--- config.mk ---
export PLATFORM = sky130hd
export DESIGN_NAME = brest_alu
export DESIGN_NICKNAME = d
export VERILOG_FILES = /design/src/rtl/core/brest_pkg.sv /design/src/rtl/core/brest_alu.sv
export SDC_FILE = /design/constraint.sdc
export NUM_CORES = 2
export LEC_CHECK = 0
export BUFFER_PORTS_ARGS = -buffer_cell sky130_fd_sc_hd__buf_2
export CELL_PAD_IN_SITES_DETAIL_PLACEMENT = 0
export CELL_PAD_IN_SITES_GLOBAL_PLACEMENT = 2
export CORE_MARGIN = 1.5
export CORE_UTILIZATION = 35
export CTS_CLUSTER_SIZE = 16
export DETAILED_ROUTE_END_ITERATION = 10
export GPL_TIMING_DRIVEN = 0
export PLACE_DENSITY = 0.77
export SLEW_MARGIN = 20
export SYNTH_ARGS = -nofsm -noshare
export SYNTH_HDL_FRONTEND = slang
export SYNTH_SLANG_ARGS = --single-unit
--- constraint.sdc ---
create_clock -name clk -period 5.87 [get_ports clk]
set_input_delay 1.4675 -clock clk [delete_from_list [all_inputs] [get_ports clk]]
set_output_delay 1.4675 -clock clk [all_outputs]
set_load 0.005 [all_outputs]
--- src/rtl/core/brest_pkg.sv ---
// ============================================================================
// brest_pkg
// Shared types and constants of the battery runtime estimator.
// ============================================================================
package brest_pkg;

    localparam int HISTORY_DEPTH_DEF = 32;

    localparam int TIME_W  = 32;
    localparam int LEVEL_W = 15;
    localparam int ETA_W   = 15;
    localparam int CFG_W   = 22;
    localparam int IV_W    = 13;
    localparam int RATE_W  = 21;
    localparam int EQ_W    = 22;

    localparam int ALU_W     = 88;
    localparam int ALU_CNT_W = $clog2(ALU_W + 1);

    localparam logic [LEVEL_W-1:0] FULL_LEVEL   = 15'd25472;
    localparam logic [LEVEL_W-1:0] MAX_LEVEL    = 15'd25600;
    localparam logic [TIME_W-1:0]  BOOT_AGE_S   = 32'd1200;
    localparam logic [TIME_W-1:0]  MIN_SPAN_S   = 32'd2100;
    localparam int                 MIN_SAMPLES  = 8;
    localparam logic [ALU_W-1:0]   RATE_MIN     = 88'd16384;
    localparam logic [ALU_W-1:0]   RATE_MAX     = 88'd1966080;
    localparam logic [ALU_W-1:0]   RATE_DROP    = 88'd235929600;
    localparam logic [ALU_W-1:0]   RATE_SCALE   = 88'd1843200;
    localparam logic [ALU_W-1:0]   ETA_SCALE    = 88'd7864320;
    localparam logic [ALU_W-1:0]   ETA_Q8_LIMIT = 88'd2560000;
    localparam int                 JUMP_DROP    = 768;
    localparam int                 JUMP_RISE    = 256;
    localparam int                 FILT_CAP     = 31;
    localparam int                 FILT_ALPHA   = 46;

    localparam logic [CFG_W-1:0] INTERVAL_RESET = 22'd60000;
    localparam logic [IV_W-1:0]  IV_RESET       = 13'd60;
    localparam logic [22:0]      MS_RECIP       = 23'd4294968;

    localparam logic CFG_IDX_INTERVAL = 1'b0;

    typedef enum logic [2:0] {
        ST_RESET    = 3'd0,
        ST_EARLY    = 3'd1,
        ST_JUMP     = 3'd2,
        ST_INTERVAL = 3'd3,
        ST_HISTORY  = 3'd4,
        ST_SLOPE    = 3'd5,
        ST_UPDATED  = 3'd6
    } status_t;

    typedef enum logic {
        ALU_MUL = 1'b0,
        ALU_DIV = 1'b1
    } alu_op_t;

    typedef struct packed {
        logic    start;
        alu_op_t op;
    } alu_req_t;

    typedef enum logic [4:0] {
        S_IDLE, S_EVAL, S_FILT, S_SPAN_RD, S_SPAN, S_ACC_RD, S_ACC_T, S_ACC_TP,
        S_ACC_NEXT, S_FIT1, S_FIT2, S_FIT3, S_FIT4, S_FIT5, S_FIT6, S_FIT7,
        S_FIT8, S_FIT9, S_FIT10, S_WAIT, S_DONE
    } fsm_t;

endpackage

--- src/rtl/core/brest_alu.sv ---
// ============================================================================
// brest_alu
// Shared multi-cycle unit: multiply-accumulate one byte of the multiplier per
// cycle, or restoring division one quotient bit per cycle.
// ============================================================================
module brest_alu
    import brest_pkg::*;
(
    input  logic             clk,
    input  logic             rst_n,
    input  alu_req_t         req,
    input  logic [ALU_W-1:0] opa,
    input  logic [ALU_W-1:0] opb,
    input  logic [ALU_W-1:0] opc,
    output logic             done,
    output logic [ALU_W-1:0] result
);

    logic                 busy_reg, busy_next;
    logic                 done_reg, done_next;
    alu_op_t              op_reg, op_next;
    logic [ALU_CNT_W-1:0] cnt_reg, cnt_next;
    logic [ALU_W-1:0]     acc_reg, acc_next;
    logic [ALU_W-1:0]     x_reg, x_next;
    logic [ALU_W-1:0]     y_reg, y_next;
    logic [ALU_W-1:0]     rem_reg, rem_next;
    logic [7:0]           digit;
    logic [ALU_W:0]       trial;
    logic [ALU_W:0]       diff;

    always_comb
    begin
        busy_next = busy_reg;
        done_next = 1'b0;
        op_next   = op_reg;
        cnt_next  = cnt_reg;
        acc_next  = acc_reg;
        x_next    = x_reg;
        y_next    = y_reg;
        rem_next  = rem_reg;
        digit     = y_reg[7:0];
        trial     = {rem_reg, x_reg[ALU_W-1]};
        diff      = trial - {1'b0, y_reg};
        if (req.start)
        begin
            busy_next = 1'b1;
            op_next   = req.op;
            x_next    = opa;
            y_next    = opb;
            cnt_next  = ALU_CNT_W'(ALU_W);
            rem_next  = '0;
            acc_next  = (req.op == ALU_MUL) ? opc : '0;
        end
        else if (busy_reg)
        begin
            unique case (op_reg)
                ALU_MUL:
                begin
                    if (y_reg == '0)
                    begin
                        busy_next = 1'b0;
                        done_next = 1'b1;
                    end
                    else
                    begin
                        acc_next = acc_reg + x_reg * digit;
                        x_next   = x_reg << 8;
                        y_next   = y_reg >> 8;
                    end
                end
                ALU_DIV:
                begin
                    if (!diff[ALU_W])
                    begin
                        rem_next = diff[ALU_W-1:0];
                    end
                    else
                    begin
                        rem_next = trial[ALU_W-1:0];
                    end
                    acc_next = {acc_reg[ALU_W-2:0], ~diff[ALU_W]};
                    x_next   = x_reg << 1;
                    cnt_next = cnt_reg - 1'b1;
                    if (cnt_reg == ALU_CNT_W'(1))
                    begin
                        busy_next = 1'b0;
                        done_next = 1'b1;
                    end
                end
                default:
                begin
                    busy_next = 1'b0;
                end
            endcase
        end
    end

    always_ff @(posedge clk or negedge rst_n)
    begin
        if (!rst_n)
        begin
            busy_reg <= 1'b0;
            done_reg <= 1'b0;
            op_reg   <= ALU_MUL;
            cnt_reg  <= '0;
        end
        else
        begin
            busy_reg <= busy_next;
            done_reg <= done_next;
            op_reg   <= op_next;
            cnt_reg  <= cnt_next;
        end
    end

    always_ff @(posedge clk)
    begin
        acc_reg <= acc_next;
        x_reg   <= x_next;
        y_reg   <= y_next;
        rem_reg <= rem_next;
    end

    assign done   = done_reg;
    assign result = acc_reg;

endmodule

* Word-level counts from Yosys, hierarchy flattened
Cells that the tools add are included.
** Storage, ports and cells
- Output and inout port bits :: 89
- Register bits after elaboration :: 362
- Input bits :: 268
- Logic and storage cells :: 52
** Operators by class
- $add $sub $neg :: 3
- Multipliers :: 1
- Muxes and demuxes :: 27
- Eq/ne operators :: 4
- Reductions and logical operators :: 7
- Bitwise logic cells :: 2
** Operator list (number)
- $mux 88 :: 12
- $pmux 88 s2 :: 2
- $sub 89x88->89 :: 1
- $add 88x88->88 :: 1
- $logic_not 88->1 :: 1
- $mul 88x8->88 :: 1
- $mux 7 :: 3
- $mux 1 :: 8
- $eq 7x1->1 const B :: 1
- $sub 7x1->7 const B :: 1
- $reduce_and 2->1 :: 3
- $ne 2x2->1 const B :: 2
- $pmux 1 s2 :: 2
- $reduce_bool 2->1 :: 2
- $ne 3x3->1 const B :: 1
- $reduce_and 3->1 :: 1
- $not 1->1 :: 2

* Logic depth before layout (Yosys ltp)
- Depth in word-level cells :: 6
- Depth in mapped cells :: 24
- Gate-level depth less buffers :: 22

* Worst setup path after synthesis
Ideal clock, no wire load.
- Path kind :: input-to-reg
- Start point :: input port req[1] in the netlist's numbering
- End point :: register acc_reg[0] (netlist: result[0]), enable pin
- Stages on the path :: 4
- Path slack :: -935 ps
- Setup time :: 552 ps
- Data arrival time :: 6254 ps
- Required time :: 5318 ps
- Buffers on the path :: 3
- Cell sequence :: clkbuf_1 clkbuf_1 clkbuf_1 o21a_1
** Between the ends
- Cells in the longest elaborated chain, start to end :: 2
- Elaborated cells between the ends (all ways) :: 3
- Classes of those cells :: eq/ne: 1; reduce/logical: 2
** RTL lines
- start, declared :: line brest_alu.sv:11 : input alu_req_t req,
- $ne 3x3->1 (no line) / $reduce_bool 2->1 (equally long branches)
- $reduce_and 2->1 (no line) *
- end signal, assigned :: line brest_alu.sv:118 : acc_reg <= acc_next;
- end, declared :: line brest_alu.sv:23 : logic [ALU_W-1:0] acc_reg, acc_next;
Every way passes the cells marked *; elsewhere a longest branch is shown, timed or not.
A chain may end at the register's enable or synchronous reset.

* Worst setup path in the final report
- Start point :: register y_reg[5]
- End point :: register acc_reg[86] (netlist: result[86]), data pin
** Between the ends
- Cells in the longest elaborated chain, start to end :: 6
** RTL lines
- start, declared :: line brest_alu.sv:25 : logic [ALU_W-1:0] y_reg, y_next;
- start signal, assigned :: line brest_alu.sv:120 : y_reg <= y_next;
- $mul 88x8->88 :: line brest_alu.sv:66 : acc_next = acc_reg + x_reg * digit;
- $add 88x88->88 :: line brest_alu.sv:66
- $mux 88 :: line brest_alu.sv:59 : if (y_reg == '0)
- $pmux 88 s2 :: line brest_alu.sv:56 : unique case (op_reg)
- $mux 88 :: line brest_alu.sv:54 : else if (busy_reg)
- $mux 88 :: line brest_alu.sv:44 : if (req.start)
- named net acc_next[86] :: line brest_alu.sv:23
The timed path passes the listed nets, and every way through them passes these cells. The select of a mux whose other input is x is not followed.

==> flow_metrics.env <==
export IMPL_via_per_inst=5.24
export IMPL_met3_length_mm=10.3
export IMPL_wl_met1_mm=77.4
export IMPL_std_cell_rows=132
export IMPL_dpl_instance_area_um2=50100
export IMPL_avgSynthCellArea_um2=8.52
export IMPL_path_max_fanout=10
export IMPL_synthToLayoutAreaGrowth_pct=20.3
export IMPL_ys_flop_type="edfxtp_1"
export IMPL_clockBufferDepth=3
export IMPL_final_cell_mix="812 x inv_1, 691 x nand2_1, 567 x fa_1, 468 x and2_1, 408 x o21ai_0"
export IMPL_synth_warnings=0
export IMPL_cts_sinks=362
export IMPL_dieArea_um2=133000
export IMPL_synth_yosys_seq_area_share_pct=21.6
export IMPL_final_nets=6889
export IMPL_initial_core_util_pct=35.4
export IMPL_setup_tns_ns=-1.51
export IMPL_wl_met2_mm=86.8
export IMPL_cap_violations=0
export IMPL_die_h_um=365
export IMPL_wirelength_mm=181
export IMPL_cp_required_ns=6.24
export IMPL_fmax_mhz=165
export IMPL_wl_per_cell_um=23.7
export IMPL_root_buffer="clkbuf_16"
export IMPL_grt_usage_pct=27.0
export IMPL_dpl_hpwl_mm=143
export IMPL_relSlewSlack_pct=27.0
export IMPL_drt_iter0_markers=2937
export IMPL_chipWidth_um=365
export IMPL_clock_latency_ns=0.70
export IMPL_drive_gt1_share_pct=15.9
export IMPL_max_slew_worst_pin_slew_ns=1.08
export IMPL_period_needed_ns=6.07
export IMPL_async_flop_share_pct=2.76
export IMPL_syn_inst=5390
export IMPL_slew_violations=0
export IMPL_cts_hold_buf=0
export IMPL_synthesis_area_um2=45900
export IMPL_place_congestion=0.917
export IMPL_crit_arrival_ns=6.44
export IMPL_rsz0062_at_grt="yes"
export IMPL_worst_setup_path_start_kind="flop"
export IMPL_grt_pass1_vias=41800
export IMPL_grt_pass1_wl_mm=268
export IMPL_htreeDepth=2
export IMPL_ios=357
export IMPL_core_um2=130000
export IMPL_syn_nets=6425
export IMPL_ys_types=78
export IMPL_drt_drc_violations_left=0
export IMPL_clkSlewWorstSetupHoldPaths_ns=0.06
export IMPL_layout_commonest_cell="inv_1"
export IMPL_overflow=0
export IMPL_finalHoldViolations=0
export IMPL_portBuffers=356
export IMPL_routed_top_layer="met5"
export IMPL_fin_ws_ns=-0.198
export IMPL_timing_final_crit_share_pct=103
export IMPL_skew_ns=0.0384
export IMPL_place_ws_ns=-2.40
export IMPL_numCtsBuffers=50
export IMPL_violations="setup timing"
export IMPL_drtAntennaViolNets=0
export IMPL_synth_edf_count=264
export IMPL_final_area_um2=55300
export IMPL_multiInputGateArea_um2=33500
export IMPL_setup_violations=19
export IMPL_min_path_type="flop to flop"
export IMPL_worst_setup_path_end_kind="flop"
export IMPL_antenna_found_initial=11
export IMPL_synth_seq_cells=362
export IMPL_seqCellArea_um2=9940
export IMPL_grt_max_degree=52
export IMPL_vias=40100
export IMPL_status="finished, violations left"
export IMPL_fillCellCount=13300
export IMPL_worstSetupPathType="flop to flop"
export IMPL_cts_tree="yes"
export IMPL_drt_first_pass_iters=6
-- cell usage after synthesis (13+ instances only) --
cell,number,share of area (%)
nand4_1,72,0.98
nand3_1,50,0.54
a211oi_1,18,0.29
nor4_1,43,0.59
clkbuf_1,311,2.5
a21oi_1,289,3.1
xnor2_1,108,2.1
nor2_1,139,1.1
o21bai_1,46,0.75
inv_1,824,6.7
ha_1,188,5.1
nand2_1,703,5.7
buf_1,31,0.25
nor2b_1,17,0.23
o21ai_0,456,5.0
a31oi_1,81,1.1
dfxtp_1,88,3.8
fa_1,579,25
xor2_1,66,1.3
edfxtp_1,264,17
and2_1,486,6.6
a21o_1,92,1.5
a21boi_0,13,0.21
o21a_1,22,0.36
nor3_1,34,0.37
and3_1,22,0.30
a22oi_1,56,0.92
o211ai_1,15,0.25
mux2i_1,88,1.9
-- final timing paths --
check / start / endpoint / slack (ns) / depth (start not counted)
max: y_reg[5]$_DFFE_PP_ / result[86]$_DFFE_PP_ / -0.20 / 23
min: rem_reg[64]$_SDFFE_PP0P_ / rem_reg[65]$_SDFFE_PP0P_ / 0.49 / 2
max reg2reg: y_reg[5]$_DFFE_PP_ / result[86]$_DFFE_PP_ / -0.20 / 23
min reg2reg: rem_reg[64]$_SDFFE_PP0P_ / rem_reg[65]$_SDFFE_PP0P_ / 0.49 / 2
max in group asynchronous: rst_n / busy_reg$_DFF_PN0_ / 5.04 / 1
min in group asynchronous: rst_n / op_reg$_DFFE_PN0P_ / 0.62 / 1
-- routing by layer --
layer	track usage, %	vias up
li1	-	18500
met1	35.2	20300
met2	46.0	1047
met3	3.58	223
met4	9.07	4
met5	0	-
-- repair_timing --
action,in CTS,in global routing
resized for setup,433,195
pin swaps,112,94
setup buffers,65,37
cloned,8,3
endpoints found under the setup margin,82,48
-- through the flow --
step / hold slack (ns) / util [%] / cells
after floorplan: 0.449 / - / 5390
after global placement: 0.471 / 38.4 / 7488
after detailed placement: 0.472 / 38.6 / 7498
after CTS: 0.489 / 41.8 / 7612
after global routing: 0.508 / 42.6 / 7641
final: 0.490 / 42.6 / 7644
-- critical path, cell delays in order (launching register included) --
cell and delay (ns):
edfxtp_1 0.38, buf_6 0.16, clkbuf_16 0.18, clkbuf_8 0.18, and2_1 0.18, fa_1 0.60, fa_1 0.47, fa_1 0.50
inv_1 0.05, fa_1 0.48, inv_1 0.05, ha_2 0.40, a21o_1 0.18, a21o_1 0.14, a21oi_1 0.09, o21ai_0 0.26
a31o_2 0.25, and2_1 0.18, nor3_4 0.05, buf_6 0.14, nand3b_1 0.22, a21oi_4 0.25, mux2i_1 0.22, o221ai_1 0.13
-- area by class of cell --
class / instances / share of cell area, %
multi-input combinational: 3847 / 60.6
clock buffer: 61 / 2.39
antenna: 6 / 0.0272
inverter: 824 / 5.60
sequential: 362 / 18.0
tap: 1742 / 3.94
clock inverter: 33 / 0.682
buffer: 291 / 3.25
timing repair buffer: 478 / 5.55
-- kinds of logic (layout without fill, tap and decap cells) --
| logic type | Yosys count | count (layout) | synth area share [%] |
|---|---|---|---|
| AO/OA/AOI/OAI | 1192 | 1192 | 15.4 |
| buffers and inverters | 1181 | 1687 | 9.73 |
| AND/OR/NAND/NOR | 1623 | 1623 | 17.5 |
| flip-flops | 362 | 362 | 21.6 |
| multiplexers | 89 | 89 | 1.94 |
| XOR/XNOR | 176 | 176 | 3.41 |
| adder cells (fa/ha/maj) | 767 | 767 | 30.4 |
| other | 0 | 6 | 0 |
Power is not shown: default switching activity piles up to over one toggle a cycle in this logic, so the estimate is an artifact.
